**src/rtl/tbp_pkg.sv**
```systemverilog
`timescale 1ns / 1ps
// ----------------------------------------------------------------------------
// Tournament predictor package
// Shared sizes, counter codes, queue entry type and the saturating counter
// helper for the tournament branch predictor.
// ----------------------------------------------------------------------------
package tbp_pkg;

	// Table and history sizes.
	localparam int TABLE_ENTRIES = 2048;
	localparam int HISTORY_BITS  = 11;
	localparam int IDX_W         = $clog2(TABLE_ENTRIES);

	// Queue between the front end and the back end.
	localparam int QUEUE_DEPTH = 4;
	localparam int QPTR_W      = $clog2(QUEUE_DEPTH);

	localparam int ADDR_W  = 32;
	localparam int COUNT_W = 32;

	typedef logic [IDX_W-1:0]        idx_t;
	typedef logic [HISTORY_BITS-1:0] hist_t;
	typedef logic [QPTR_W-1:0]       qptr_t;
	typedef logic [QPTR_W:0]         qcnt_t;
	typedef logic [1:0]              ctr_t;
	typedef logic [COUNT_W-1:0]      count_t;

	// Counter codes at the two ends of the range.
	localparam ctr_t CTR_STRONG_NOT   = 2'd0;
	localparam ctr_t CTR_STRONG_TAKEN = 2'd3;

	// One classified branch as it travels through the queue.
	typedef struct packed {
		idx_t bim_idx;
		idx_t gsh_idx;
		logic taken;
	} branch_op_t;

	// Queue occupancy status.
	typedef struct packed {
		logic full;
		logic empty;
	} queue_status_t;

	// Two-bit saturating counter step toward the given direction.
	function automatic ctr_t sat_move(ctr_t ctr, logic up);
		ctr_t res;
		res = ctr;
		if (up) begin
			if (ctr != CTR_STRONG_TAKEN) res = ctr + 2'd1;
		end else begin
			if (ctr != CTR_STRONG_NOT) res = ctr - 2'd1;
		end
		return res;
	endfunction

endpackage

```
**src/rtl/tbp_queue.sv**
```systemverilog
`timescale 1ns / 1ps
// ----------------------------------------------------------------------------
// Tournament predictor decoupling queue
// Small first-in first-out buffer of classified branches between the front
// end and the back end.
// ----------------------------------------------------------------------------
module tbp_queue (
	input  logic                   clk,
	input  logic                   arst_n,
	input  logic                   push,
	input  tbp_pkg::branch_op_t    push_op,
	input  logic                   pop,
	output tbp_pkg::branch_op_t    head_op,
	output tbp_pkg::queue_status_t status
);

	tbp_pkg::branch_op_t entries_q [tbp_pkg::QUEUE_DEPTH];
	tbp_pkg::qptr_t      wr_ptr_q;
	tbp_pkg::qptr_t      rd_ptr_q;
	tbp_pkg::qcnt_t      count_q;

	assign status.full  = (count_q == tbp_pkg::qcnt_t'(tbp_pkg::QUEUE_DEPTH));
	assign status.empty = (count_q == '0);
	assign head_op      = entries_q[rd_ptr_q];

	// Entry storage.
	always_ff @(posedge clk) begin
		if (push) begin
			entries_q[wr_ptr_q] <= push_op;
		end
	end

	// Pointers and occupancy.
	always_ff @(posedge clk or negedge arst_n) begin
		if (!arst_n) begin
			wr_ptr_q <= '0;
			rd_ptr_q <= '0;
			count_q  <= '0;
		end else begin
			if (push) wr_ptr_q <= wr_ptr_q + tbp_pkg::qptr_t'(1);
			if (pop)  rd_ptr_q <= rd_ptr_q + tbp_pkg::qptr_t'(1);
			if (push && !pop)      count_q <= count_q + tbp_pkg::qcnt_t'(1);
			else if (pop && !push) count_q <= count_q - tbp_pkg::qcnt_t'(1);
		end
	end

endmodule

```
**config.mk**
```make
export PLATFORM = sky130hd
export DESIGN_NAME = tbp_queue
export DESIGN_NICKNAME = d
export VERILOG_FILES = /design/src/rtl/tbp_pkg.sv /design/src/rtl/tbp_queue.sv
export SDC_FILE = /design/constraint.sdc
export NUM_CORES = 1
export LEC_CHECK = 0
export ABC_AREA = 1
export BUFFER_PORTS_ARGS = -buffer_cell sky130_fd_sc_hd__buf_2
export CORE_MARGIN = 2
export CORE_UTILIZATION = 55
export DETAILED_ROUTE_END_ITERATION = 10
export PLACE_DENSITY = 0.84
export REMOVE_ABC_BUFFERS = 1
export SLEW_MARGIN = 15
export SYNTH_ARGS = -nofsm -noshare
export SYNTH_HDL_FRONTEND = slang
export SYNTH_SLANG_ARGS = --single-unit
```
**constraint.sdc**
```tcl
create_clock -name clk -period 3.5 [get_ports clk]
set_clock_uncertainty 0.2 [all_clocks]
set_input_delay 0.35 -clock clk [delete_from_list [all_inputs] [get_ports clk]]
set_output_delay 0.35 -clock clk [all_outputs]
set_load 0.03 [all_outputs]
```
Word level (Yosys, flattened, before mapping)
Memory sizes are Yosys's and may differ from the RTL's.
Index checks and enable logic that the tools add are counted.
{ "word_totals": {"out_inout_bits": 25, "inputBits": 27, "regBits": 7, "mem_count": 1, "ramBits": 92, "word_cells": 19} }
{ "memory_table": {"columns": ["name", "depth", "width", "read_ports", "rd_ports_with_merged_regs", "write_ports", "line", "text"], "rows": [
  ["entries_q", 4, 23, 1, 0, 1, "tbp_queue.sv:17", "tbp_pkg::branch_op_t entries_q [tbp_pkg::QUEUE_DEPTH];"]
]} }
{ "classes": {"add_sub_neg": 4, "mux": 4, "reduce_logical": 6, "eq_ne": 1} }
{ "ops": {"columns": ["op", "n"], "rows": [
  ["3-bit 2-to-1 mux", 2],
  ["2-bit by 1-bit adder with 2-bit output (second input constant)", 2],
  ["3-bit by 1-bit adder with 3-bit output (second input constant)", 1],
  ["3-bit == test (second input constant)", 1],
  ["3-bit zero test", 1],
  ["3-bit by 1-bit subtractor with 3-bit output (second input constant)", 1],
  ["1-bit logical AND", 2],
  ["1-bit zero test", 2],
  ["1-bit 2-to-1 mux", 2],
  ["2-bit nonzero test", 1]
]} }

Depth between registers and ports, before layout
{ "logic_depth": {"depth_word": 4, "depth_mapped": 9, "mapped_depth_nobuf": 9} }

Worst setup path after synthesis
Ideal clock, no wire load.
{ "synth_timing": {"path_type": "register to register", "from": "register wr_ptr_q[0]", "to": "memory entries_q[0][0] (netlist bit) (enable)", "synth_period_minus_slack_ns": 1.710, "slack_ns": 1.790, "setup_ns": 0.378, "stages_incl_launch_ff": 5, "n_path_buf": 0, "arrival_ns": 1.132, "required_time_ns": 2.922, "cell_sequence": "dfrtp_1 > inv_1 > ha_1 > nand2_1 > inv_1"} }
{ "synth_lines": {"columns": ["item", "line", "text"], "rows": [
  ["start: declaration", "tbp_queue.sv:18", "tbp_pkg::qptr_t wr_ptr_q;"],
  ["start signal: assignment", "tbp_queue.sv:40", "if (push) wr_ptr_q <= wr_ptr_q + tbp_pkg::qptr_t'(1);"],
  ["end: declaration", "tbp_queue.sv:17", null]
]} }
Straight into the memory's write port.

==> results.cfg <==
[timing]
rsz0062_at_grt = no
final.min_clock_period_ns = 2.64
finalSetupViolations = 0
tns_ns = 0
fmax_mhz = 379
finalCritPeriodShare = 0.753
maxSlewHeadroom = 0.279
fin_ws_ns = 0.863
slew_viol_final = 0
max_slew.worst_pin.slew_ns = 1.08
hold_viol_final = 0

[synthesis]
synth_fa_ha_area_frac = 0.0190
synth_edf_count = 92
synth_cells = 315
synth-seq-area-share = 0.675
syn_area_per_cell_sq_um = 13.8
synthMostInstantiatedCell = edfxtp_1
synth_top_area_cell = edfxtp_1
netlist_top_cells_count = 92 x edfxtp_1, 57 x inv_1, 46 x nand2_1
ys_async_sr_fraction = 0.0707
synth_compound_area_frac = 0.110
synth_top_family_by_area = compound AO/OA/AOI/OAI gates
ys_warn_count = 0
syn-cell-area_sq_mm = 0.00435
ys_top_cells_by_area = edfxtp_1 64%, o211ai_2 7.5%, nand2_2 5.2%
synth.distinct_cells = 23
synth.top_cell.area_share = 0.635
synth_flop_cell = edfxtp_1
yosys.area_share.simple = 0.0963
synth.area.mux_share = 0
ys_ff_latch = 99
synth_xor_area_frac = 0.00978

[layout]
diodes = 0
postLayoutCoreUtil = 0.637
area_growth_syn_to_layout_pct = 12.5
fin_area_sq_mm = 0.00490
multi_input_area_sq_mm = 0.00102
final_layout_size_suffix_gt1_frac = 0.349
seq_area_sq_mm = 0.00294
layout.nets = 409
fillers = 592

[route]
via_per_inst = 5.06
drt_iter0_markers = 201
vias = 2445
drt_wl_total_microns = 7290
first_pass_iters = 4
ant_nets = 0
drcViolationCount = 0
avgRoutedWirePerCell_microns = 15.1

[global_routing]
grt_pass1_wl_microns = 11700
grt_pass1_vias = 2474
grtUsageTotal = 0.179
grt_overflow_total = 0
grt_max_degree = 58
antenna_found_initial = 0

[cts]
clk_pin_slew_ns = 0.08
clock-sinks = 99
cts_root_buf = clkbuf_8
post_cts_buffers = 0
htree_levels = 3
clk_path_buf_depth = 2
cts_tree = done
cts_buffers = 9
clk_latency_ns = 0.35

[critical_path]
cp-end-kind = output port
worstSetupStartpointType = flip-flop
crit_fanout = 57
worstPathRequired_ns = 2.95
crit_type = reg -> out
r2r_start = wr_ptr_q[0]$_DFFE_PN0P_
cp.arrival_ns = 2.09
startpoint = rd_ptr_q[0]$_DFFE_PN0P_

[placed_design]
post-place-ws_ns = 1.27
place_area_sq_mm = 0.00459
place_congestion = 0.728
io_buffers = 51
post-dp-hpwl_microns = 4380

[die]
fp-row-count = 32
num_io_pins = 52
die_x_microns = 92.9
dieArea_sq_mm = 0.00864
die_h_microns = 92.9
coreArea_sq_mm = 0.00769
initial_utilization = 0.566

[power]
ir_drop_uv = 465
p_sw_w = 0.00176
p_per_area_mw_per_mm2 = 850
p_comb_frac = 0.411
leakage_nw = 2.02
p_int_w = 0.00240
seq_power_share = 0.429
sw_frac_of_total = 0.422
p_clk_frac = 0.160

[worst_hold_path]
hold_path.class = in -> reg
hold_start = push_op[10]

[run]
cap_violations = 0

[status]
status = complete, no violations
[worst paths after layout]
| path | end | depth (start not counted) | slack (ns) |
|---|---|---|---|
| min | entries_q[0][10]$_DFFE_PP_ | 1 | 0.01 |
| max reg2reg | entries_q[2][0]$_DFFE_PP_ | 4 | 1.41 |
| max in group asynchronous | rd_ptr_q[0]$_DFFE_PN0P_ | 2 | 2.75 |
| min in group asynchronous | count_q[1]$_DFFE_PN0P_ | 2 | 0.16 |
| max | head_op[0] | 5 | 0.86 |
| min reg2reg | count_q[2]$_DFFE_PN0P_ | 2 | 0.32 |
[critical path, stage by stage (launching register included)]
cell	delay (ns)
dfrtp_4	0.95
buf_12	0.30
nand2_1	0.08
o211ai_1	0.08
nand2_1	0.11
buf_2	0.19
[layer usage]
metal  routed length [microns]  global-route usage
met3                       340              0.0464
met1                      3050               0.230
met2                      3810               0.302
met4                        91              0.0551
met5                         0                   0
[kinds of logic (layout without fill, tap and decap cells)]
kind of cell,Yosys count,in the layout
fa+ha+maj,6,6
compound gates,47,47
simple gates,86,86
buf+inv,73,139
xor+xnor,4,4
flops,99,99
[metrics by stage]
| step | total power [W] | instances | hold WS (ns) |
|---|---|---|---|
| final | 0.00416 | 483 | 0.0138 |
| after global routing | 0.00441 | 483 | 0.000886 |
| after CTS | 0.00420 | 481 | 0.000562 |
| after detailed placement | 0.00354 | 455 | -0.00448 |
| after global placement | 0.00347 | 455 | -0.00837 |
| after floorplan | 0.00302 | 300 | -0.146 |
[sequential cells by signal, indices dropped and copies added, names as in the netlist]
signal	flops
wr_ptr_q	2
entries_q	92
rd_ptr_q	2
count_q	3
[power groups by stage]
stage	Sequential, W	Clock, W	Combinational, W
after CTS	0.00179	0.000678	0.00174
after global placement	0.00179	0	0.00168
after floorplan	0.00183	0	0.00119
after global routing	0.00182	0.000725	0.00187
final	0.00179	0.000664	0.00171
after detailed placement	0.00181	0	0.00172
[cell type report]
class	instances	area share
Sequential cell	99	0.601
Inverter	58	0.0445
Timing Repair Buffer	65	0.0823
Clock buffer	12	0.0317
Tap cell	102	0.0261
Multi-Input combinational cell	143	0.209
Clock inverter	4	0.00537
[cell usage in the layout (no fill, tap or decap)]
cell type	synthesis	final
ha_1	5	5
nor3_1	2	2
xor2_1	2	2
o21ai_1	1	1
buf_2	5	51
inv_1	57	57
nand2_1	46	46
clkinvlp_4	0	1
nand4_1	1	1
nand2_2	36	36
edfxtp_1	92	92
clkbuf_1	1	1
dlygate4sd3_1	0	12
dfrtp_1	7	6
clkinv_4	0	1
dfrtp_4	0	1
o211ai_2	26	26
inv_2	1	1
clkinv_2	0	2
buf_4	2	1
buf_12	5	1
fa_1	1	1
clkbuf_8	0	11
xor2_2	1	1
nand3_1	1	1
xnor2_1	1	1
o211ai_1	20	20
[what timing repair did]
item | 4_1_cts | 5_1_grt
gates resized for setup | 0 | 0
hold endpoints to repair | 36 | 3
hold buffers | 10 | 2
setup endpoints to repair | 0 | 0
Power figures use the tool's default switching activity.
