==> config.mk <==
export PLATFORM = sky130hd
export DESIGN_NAME = tbp_front
export DESIGN_NICKNAME = d
export VERILOG_FILES = /design/src/rtl/tbp_pkg.sv /design/src/rtl/tbp_front.sv
export SDC_FILE = /design/constraint.sdc
export NUM_CORES = 1
export LEC_CHECK = 0
export BUFFER_PORTS_ARGS = -buffer_cell sky130_fd_sc_hd__buf_2
export CAP_MARGIN = 20
export CORE_AREA = 4 4 46 48
export CTS_CLUSTER_SIZE = 10
export DETAILED_ROUTE_END_ITERATION = 7
export DIE_AREA = 0 0 50 52
export PLACE_DENSITY = 0.93
export SLEW_MARGIN = 20
export SYNTH_ARGS = -nofsm -noshare
export SYNTH_HDL_FRONTEND = slang
export SYNTH_SLANG_ARGS = --single-unit
==> constraint.sdc <==
create_clock -name clk -period 1.58 [get_ports clk]
set_input_delay 0.474 -clock clk [delete_from_list [all_inputs] [get_ports clk]]
set_output_delay 0.474 -clock clk [all_outputs]
set_load 0.005 [all_outputs]
==> src/rtl/tbp_pkg.sv <==
`timescale 1ns / 1ps
// ----------------------------------------------------------------------------
// Tournament predictor package
// Shared sizes, counter codes, queue entry type and the saturating counter
// helper for the tournament branch predictor.
// ----------------------------------------------------------------------------
package tbp_pkg;

	// Table and history sizes.
	localparam int TABLE_ENTRIES = 2048;
	localparam int HISTORY_BITS  = 11;
	localparam int IDX_W         = $clog2(TABLE_ENTRIES);

	// Queue between the front end and the back end.
	localparam int QUEUE_DEPTH = 4;
	localparam int QPTR_W      = $clog2(QUEUE_DEPTH);

	localparam int ADDR_W  = 32;
	localparam int COUNT_W = 32;

	typedef logic [IDX_W-1:0]        idx_t;
	typedef logic [HISTORY_BITS-1:0] hist_t;
	typedef logic [QPTR_W-1:0]       qptr_t;
	typedef logic [QPTR_W:0]         qcnt_t;
	typedef logic [1:0]              ctr_t;
	typedef logic [COUNT_W-1:0]      count_t;

	// Counter codes at the two ends of the range.
	localparam ctr_t CTR_STRONG_NOT   = 2'd0;
	localparam ctr_t CTR_STRONG_TAKEN = 2'd3;

	// One classified branch as it travels through the queue.
	typedef struct packed {
		idx_t bim_idx;
		idx_t gsh_idx;
		logic taken;
	} branch_op_t;

	// Queue occupancy status.
	typedef struct packed {
		logic full;
		logic empty;
	} queue_status_t;

	// Two-bit saturating counter step toward the given direction.
	function automatic ctr_t sat_move(ctr_t ctr, logic up);
		ctr_t res;
		res = ctr;
		if (up) begin
			if (ctr != CTR_STRONG_TAKEN) res = ctr + 2'd1;
		end else begin
			if (ctr != CTR_STRONG_NOT) res = ctr - 2'd1;
		end
		return res;
	endfunction

endpackage

==> src/rtl/tbp_front.sv <==
`timescale 1ns / 1ps
// ----------------------------------------------------------------------------
// Tournament predictor front end
// Accepts resolved branches, forms the bimodal and gshare table indices and
// keeps the global outcome history.
// ----------------------------------------------------------------------------
module tbp_front (
	input  logic                   clk,
	input  logic                   arst_n,
	input  logic                   branch_valid,
	output logic                   branch_stall,
	input  logic [31:0]            branch_address,
	input  logic                   outcome_taken,
	input  tbp_pkg::queue_status_t q_status,
	input  logic                   clearing,
	output logic                   push,
	output tbp_pkg::branch_op_t    push_op
);

	tbp_pkg::hist_t hist_q;
	tbp_pkg::idx_t  bim_idx;

	// Hold off new transactions while the queue is full or the tables clear.
	assign branch_stall = q_status.full | clearing;
	assign push         = branch_valid & ~branch_stall;

	// Bimodal index is the low address bits; gshare folds in the history.
	assign bim_idx         = branch_address[tbp_pkg::IDX_W-1:0];
	assign push_op.bim_idx = bim_idx;
	assign push_op.gsh_idx = bim_idx ^ tbp_pkg::idx_t'(hist_q);
	assign push_op.taken   = outcome_taken;

	// History shifts in each outcome in acceptance order.
	always_ff @(posedge clk or negedge arst_n) begin
		if (!arst_n) begin
			hist_q <= '0;
		end else if (push) begin
			hist_q <= tbp_pkg::hist_t'({hist_q, outcome_taken});
		end
	end

endmodule

# Word-level counts from Yosys, hierarchy flattened
# Index checks and enable logic that the tools add are counted.
# Widths: inputs -> output; s select.
totals:
  ff_bits: 11
  output_inout_bits: 25
  in_bits: 39
  wordCells: 5
classes:
  n_bitwise: 4
op_table:
  columns: ["operator", "count"]
  rows:
  - ["$xor 11x11->11", 1]
  - ["$and 1x1->1", 1]
  - ["$not 1->1", 1]
  - ["$or 1x1->1", 1]

# Longest topological paths before layout
# Gate-level depths: netlist of run 1.
depth:
  depth_word: 3
  ltp_mapped: 3
  ltp_nobuf: 2

# Worst setup path after synthesis of run 1
# OpenSTA, ideal clock, no wires.
synth_timing:
  path_type: "input to output"
  startpoint: "in clearing"
  endpoint: "out push"
  path_buffers: 1
  path_stages: 2
  path_slack_ns: 0.244
  t_required_ns: 1.106
  arrival_ns: 0.862
  cell_sequence: "nor3b_4 > buf_6"
synth_between:
  elab_chain_len: 3
synth_rtl:
  columns: ["item", "line_no", "text"]
  rows:
  - ["from (decl)", "tbp_front.sv:15", "input logic clearing,"]
  - ["$or 1x1->1", "tbp_front.sv:24", "assign branch_stall = q_status.full | clearing;"]
  - ["$not 1->1", "tbp_front.sv:25", "assign push = branch_valid & ~branch_stall;"]
  - ["$and 1x1->1", "tbp_front.sv:25", null]
  - ["to (decl)", "tbp_front.sv:16", "output logic push,"]
# No other way between the ends.

==> run metrics, run 1 <==
status=complete, no violations; crit path DAT=1.01 ns; Max FO, Critical Path=3; busiest layer in global routing=met2; # rows=15; CP Cell Sequence=xor2_1, buf_2; synthesized cell area=621.8 um2; commonest non-fill, non-tap cells in the layout=buf_2, xor2_1, mux2_2, dfrtp_1, clkbuf_4; Clock power frac=18.7%; largest registers=hist_q (11); Max H-tree Level=1; number of global-route vias before repair=417; worst slew pin tran=0.2403 ns; DP HPWL=981.9 um; combinational power share=35.3%; Startpoint Class=flop; clock tree buffer depth=2; Clk Latency, worst-skew pair=0.27 ns; Post-CTS Hold Buffers=0; fin crit share=94.13%; Worst R2R Start=hist_q[8]; Flop pwr share=45.9%; TritonCTS clock tree=yes; post-route cell area=799.5 um2; P_leak=0.4471 nW; first-pass GRT wire length=1780 um; Rel. slew slack=83.98%; die width=50 um; f_max=0.6724 GHz; Buffers on Ports=41; Die H=52 um; Warnings, synthesis=0; Seq/Total Area, Yosys=44.27%; Setup TNS Final=0 ns; post-CTS sizing=0; Ports=64; P_sw=0.3149 mW; delay of the slowest critical-path stage=0.40 ns; max-slew violations=0; RSZ-0062 raised after global routing=false; area grow syn2layout=28.57%; Starting Density=36.41%; Total Wirelength=1182 um; Top delay family on crit path=flip-flops; Synthesized Nets=87; Worst EP required=1.11 ns; Die ar.=2600 um2; Fin Hold WS=0.05679 ns; global routing usage on met2=16.74%; Crit. End Element=output port; min cycle time layout=1.487 ns; Yosys cell types=7; layout cells sized above 1=73.17%; critical path's slowest cell=dfrtp_1; RD Place Congestion=0.6201; via count=436; wire length per cell=11.05 um; First-pass DRT Iterations=2; GR Util met3=1.146%; Diodes inserted=0; Setup crit start=hist_q[7]; Placed Area=772.0 um2; Worst IR Drop VDD=0.4516 mV; Pwr Density=1269 nW/um2; clock sinks=11; nets=122; CTS root buf=clkbuf_4; core box area=1708 um2; Hold Crit Class=in2async; post-CTS setup repair buffer count=0; Reg with most FFs=hist_q; post-route ant nets=0; syn_area_per_cell=12.96 um2; worst path bufs/invs=1; initial antenna violation count=0; # setup viols final=0; Tot GR Track Use=9.275%; Num CTS Buffers=3; Vias/cell=4.075; crit path kind=reg2out; DR iter-0 viols=1; largest net degree at the start of global routing=12; Gate Count Post-Synth=48; Int Pwr=0.6996 mW; remaining global-route overflow=0; number of flip-flops in the largest register=11; #FFs+latches synth=11; Max Cap Viol=0; Hold Fails Final Rpt=0; most common cell after layout, fill and taps aside=buf_2; Switching Share=31.04%; met1 usage=8.214%; Clock transition at path regs=0.07 ns; clock skew=0.002573 ns; drc violations=0
-- stage by stage --
step	utilization, %	power (mW)	setup WS (ns)	instances
2_1_floorplan	-	0.6670	0.2441	48
3_3_place_gp	45.20	0.8186	0.1115	103
3_5_place_dp	45.20	0.8333	0.1075	103
4_1_cts	46.81	1.036	0.07915	107
5_1_grt	46.81	1.087	0.03386	107
6_report	46.81	1.015	0.09275	107
-- power by group through the flow --
stage,clock (mW),combinational [mW],sequential [mW]
finish,0.190,0.358,0.466
CTS,0.200,0.367,0.469
global route,0.210,0.392,0.485
global placement,0,0.348,0.471
detailed placement,0,0.358,0.475
floorplan,0,0.215,0.452
-- cells by family (layout without fill, tap and decap cells) --
logic type	after synthesis	after routing	synth area share, %
simple gates	2	2	4.025
mux	11	11	19.92
xor+xnor	11	11	15.49
flops	11	11	44.26
buf+inv	13	47	16.30
-- synth_stat cells (all sizes together) --
cell / number / share of area (%)
nor3b: 1 / 3.0
buf: 13 / 16
xor2: 11 / 15
or2: 1 / 1.0
mux2: 11 / 20
dfrtp: 11 / 44
-- metal layers --
metal | vias up | share of wire, %
met1 | 196 | 35
met5 | - | 0
met4 | 0 | 3.0
met3 | 4 | 7.5
met2 | 23 | 54
li1 | 213 | -
-- final timing paths --
check / slack [ns] / to / cells after the start
worst max-delay path: 0.09 / push_op[8] / 2
worst min-delay path: 0.06 / hist_q[5] / 1
worst max register to register: 0.78 / hist_q[9] / 1
worst min register to register: 0.54 / hist_q[10] / 1
max in group asynchronous: 1.33 / hist_q[7] / 1
min in group clk: 0.46 / hist_q[0] / 2
-- layout make-up --
cell class	count	area, um2
multi-input cells	24	245.2
fillers	158	908.4
clock inverters	1	5.005
repair buffers	43	220.2
flip-flops and latches	11	275.3
clock buffers	3	22.52
well taps	25	31.28
Power figures use the tool's default switching activity.
==> run 2, diff against run 1 <==
ABC_AREA = 1   (was unset)
CORE_AREA = 4 4 47 49   (was 4 4 46 48)
DIE_AREA = 0 0 51 53   (was 0 0 50 52)
GPL_TIMING_DRIVEN = 0   (was unset)
PLACE_DENSITY = 0.91   (was 0.93)
==> run 2 against run 1 <==
Against the previous run:
- worst hold slack got worse by 0.00098 ns
- largest power group unchanged
- largest cell class is now buffers
- register-to-register slack improved by 0.13 ns
- utilization rose by 3.0 points
- via count rose by 43%
- critical endpoint is now push
- flip-flop and latch count did not move
- highest routed layer is now met3
==> run metrics, run 2 <==
min cycle time layout=1.552 ns; core box area=1862 um2; Warnings, synthesis=0; clock skew=0.001792 ns; RD Place Congestion=0.7779; number of flip-flops in the largest register=11; crit path kind=in2out; initial antenna violation count=0; Diodes inserted=0; Total Wirelength=1437 um; status=complete, no violations; clock sinks=11; syn_area_per_cell=8.691 um2; Top delay family on crit path=buffers and inverters; Clock power frac=23.3%; number of global-route vias before repair=558; layout cells sized above 1=52.50%; Worst IR Drop VDD=0.4149 mV; First-pass DRT Iterations=4; count leader, synth=nand2_1; Yosys cell types=10; area leader, netlist=dfrtp_1; Die H=53 um; Async SR Flop Fraction=100.0%; max-slew violations=0; Reg with most FFs=hist_q; Max Cap Viol=0; Die ar.=2703 um2; crit path DAT=1.08 ns; Hold Crit Class=in2async; post-route ant nets=0; RSZ-0062 raised after global routing=true; Startpoint Class=input pin; # rows=16; largest net degree at the start of global routing=12; Flop pwr share=46.4%; Num CTS Buffers=3; DP HPWL=1148 um; Rel. slew slack=83.79%; worst slew pin tran=0.2432 ns; Buffers on Ports=41; most used cell along the critical path=buf_6; largest registers=hist_q (11); # setup viols final=0; remaining global-route overflow=0; Clock transition at path regs=0.07 ns; Int Pwr=0.5710 mW; drc violations=0; Vias/cell=4.252; f_max=0.6442 GHz; EDFF count, synth=0; delay of the slowest critical-path stage=0.14 ns; Top FF cell, synth=dfrtp_1; CTS root buf=clkbuf_4; Setup TNS Final=0 ns; Post-Route Utilization=49.80%; area grow syn2layout=44.16%; nets=160; synthesized cell area=643.1 um2; final instance count without filler cells=147; first-pass GRT wire length=2311 um; Clk Latency, worst-skew pair=0.27 ns; Placed Instances=142; TritonCTS clock tree=yes; Switching Share=30.81%; Max H-tree Level=1; fin crit share=98.25%; Worst EP required=1.11 ns; Tot GR Track Use=11.55%; CP Cell Sequence=buf_2, nor2_4, nand2_2, buf_6, inv_2, buf_6; Crit. End Element=output port; Pwr Density=890.1 nW/um2; Gate Count Post-Synth=74; synth top area cells=dfrtp_1, buf_4, xor2_1, nand2_1, nand3_1; via count=625; fillers=194; Synth top area share=42.80%; Hold Fails Final Rpt=0; Seq/Total Area, Yosys=42.80%; Post-synth top cells=nand2_1, buf_4, dfrtp_1, nand3_1, xor2_1; P_sw=0.2542 mW; combinational power share=30.3%; die width=51 um; clock tree buffer depth=2; #FFs+latches synth=11; Max FO, Critical Path=10; Synthesized Nets=113; commonest non-fill, non-tap cells in the layout=buf_2, nand2_1, buf_4; Starting Density=34.54%; critical path's slowest cell=nor2_4; Ports=64; most common cell after layout, fill and taps aside=buf_2; wire length per cell=9.776 um; worst path bufs/invs=4; P_leak=0.5724 nW; DR iter-0 viols=17
## run 2: cell types whose count changed after synthesis
cell	change
buf_2	+1
buf_4	+1
inv_1	+2
mux2_2	-11
nand2_1	+22
nand2_2	+1
nand3_1	+11
nor2_2	+1
nor3b_4	-1
or2_2	-1
## run 2: repair_timing
action / 4_1_cts / 5_1_grt
setup endpoints to repair: 2 / 2
pin swaps: 2 / 2
buffers inserted: 1 / 0
hold buffers: 0 / 0
resized for setup: 1 / 2
## run 2: logic make-up after synthesis
logic type	after synthesis	synth area share, %
and+or+nand+nor	35	23.35
DFF	11	42.80
xor gates and xnor gates	11	14.98
buffers and inverters	17	18.87
## run 2: cell type report
class                           count  area [um2]  area share (%)
Inverter                            2       7.507          0.8097
Buffer                             15       113.9           12.28
Multi-Input combinational cell     46       251.5           27.13
Clock buffer                        4       26.28           2.834
Timing Repair Buffer               42       219.0           23.62
Tap cell                           27       33.78           3.644
Sequential cell                    11       275.3           29.69
## run 2: metrics by stage
| step | cell area (um2) | power, mW | hold WS, ns | worst slack [ns] |
|---|---|---|---|---|
| floorplan | 643.1 | 0.5071 | 0.1784 | 0.2139 |
| global placement | 882.1 | 0.6267 | 0.3418 | -0.02261 |
| detailed placement | 882.1 | 0.6376 | 0.3511 | -0.06116 |
| CTS | 920.9 | 0.8325 | 0.06095 | 0.01509 |
| global route | 927.1 | 0.8893 | 0.06121 | -0.006412 |
| finish | 927.1 | 0.8252 | 0.05581 | 0.02766 |
## run 2: per-layer routing
metal,wire [um],track usage [%],share of wire (%),up-vias
met1,572,12.85,40,279
met4,0,6.726,0,0
met5,0,0,0,-
met3,185,4.789,13,0
li1,-,-,-,310
met2,680,18.45,47,36
## run 2: path summary, 6_finish.rpt
path / from / end / slack, ns / depth (start not counted)
setup / recovery: clearing / push / 0.03 / 6
hold / removal: arst_n / hist_q[10] / 0.06 / 1
setup reg to reg: hist_q[6] / hist_q[7] / 0.91 / 2
hold reg to reg: hist_q[10] / hist_q[10] / 0.50 / 2
max in group asynchronous: arst_n / hist_q[3] / 1.32 / 1
min in group clk: outcome_taken / hist_q[0] / 0.46 / 3
## run 2: power groups by stage
stage	logic [mW]	clock network [mW]	registers, mW
after global routing	0.283	0.216	0.391
final	0.250	0.192	0.383
after global placement	0.241	0	0.386
after floorplan	0.131	0	0.376
after CTS	0.253	0.196	0.383
after detailed placement	0.249	0	0.388
==> run 3, diff against run 2 <==
ABC_AREA = unset   (was 1)
CORE_AREA = 4 4 46 48   (was 4 4 47 49)
DIE_AREA = 0 0 50 52   (was 0 0 51 53)
PLACE_DENSITY = 0.93   (was 0.91)
==> run 3 against run 2 <==
Against the previous run:
- clock-buffer cell count unchanged
- die area down 3.8%
- critical path depth down 2
- power up 25%
- clock power down 5%
==> run metrics, run 3 (same netlist as run 1, synthesis figures left out) <==
status=complete, no violations; crit path DAT=1.08 ns; Worst R2R Start=hist_q[6]; layout cells sized above 1=75.53%; Buffers on Ports=41; DP HPWL=1049 um; Worst IR Drop VDD=0.5774 mV; Startpoint Class=input pin; CTS root buf=clkbuf_4; Die H=52 um; Diodes inserted=0; RSZ-0062 raised after global routing=false; Max FO, Critical Path=3; Crit. End Element=output port; clock skew=0.002251 ns; Num CTS Buffers=3; Vias/cell=4.034; Die ar.=2600 um2; largest registers=hist_q (11); Tot GR Track Use=8.645%; remaining global-route overflow=0; Reg with most FFs=hist_q; Fin Hold WS=0.06900 ns; Post-CTS Hold Buffers=0; initial antenna violation count=0; Max H-tree Level=1; reg2reg end=hist_q[7]; P_leak=0.5029 nW; Pwr Total=1.028 mW; wire length per cell=10.08 um; nets=134; DR iter-0 viols=2; Max Cap Viol=0; largest net degree at the start of global routing=12; Worst EP required=1.11 ns; post-CTS setup repair buffer count=1; Hold Fails Final Rpt=0; Hold Crit Class=in2async; clock sinks=11; fin crit share=98.16%; core box area=1708 um2; Post-Route Utilization=52.23%; first-pass GRT wire length=1725 um; # setup viols final=0; # rows=15; commonest non-fill, non-tap cells in the layout=buf_2, buf_4, xor2_1, mux2_2, dfrtp_1; RD Place Congestion=0.6327; Starting Density=36.41%; f_max=0.6448 GHz; worst slew pin tran=0.2379 ns; most common cell after layout, fill and taps aside=buf_2; die width=50 um; Worst R2R Path Depth=1; min cycle time layout=1.551 ns; via count=480; clock tree buffer depth=2; number of global-route vias before repair=435; post-CTS sizing=0; First-pass DRT Iterations=2; crit path kind=in2out; Pwr Density=1152 nW/um2; max-slew violations=0; r2r setup slk=0.79 ns; TritonCTS clock tree=yes; post-route ant nets=0; area grow syn2layout=43.46%; Clock transition at path regs=0.07 ns; Clk Latency, worst-skew pair=0.26 ns; drc violations=0; number of flip-flops in the largest register=11; Total Wirelength=1200 um; final instance count without filler cells=119; Rel. slew slack=84.14%; Ports=64; Placed Instances=114
==> run 3: layer usage <==
layer,vias up,GRT usage [%],part of all wire (%)
met4,0,6.912,1.3
li1,238,-,-
met5,-,0,0
met1,219,9.769,40
met3,2,0.2865,5.8
met2,21,15.22,53
==> run 3: layout make-up <==
cell class                 instances  area, um2
timing repair buffer              42      212.7
multi-input combinational         24      245.2
tap                               25      31.28
fill                             153      815.8
clock buffer                       4      26.28
sequential                        11      275.3
buffer                            13      101.3
==> run 3: metrics by stage <==
stage               cell area [um2]  setup TNS, ns  worst slack [ns]
floorplan                     621.8              0            0.2441
global placement              858.3       -0.03350          -0.03350
detailed placement            858.3       -0.05290          -0.05290
CTS                           892.1              0           0.02246
global route                  892.1              0          0.002454
finish                        892.1              0           0.02908
==> run 3: report_power, final <==
group | switching (mW) | internal [mW] | leakage [nW]
logic | 0.132 | 0.243 | 0.347
clock network | 0.0848 | 0.0973 | 0.0150
registers | 0.0892 | 0.382 | 0.141
==> run 3: worst max-delay path by stage <==
stage,cells after the start,slack (ns),from,end
floorplan,2,0.24,clearing,push
global placement,4,-0.03,clearing,push
detailed placement,4,-0.05,clearing,push
CTS,4,0.02,clearing,push
global route,4,0.002,clearing,push
finish,4,0.03,clearing,push
==> run 3: critical path, stage by stage <==
cell and delay [ns]:
buf_2 0.12, nor3b_4 0.25, buf_6 0.13, buf_2 0.10
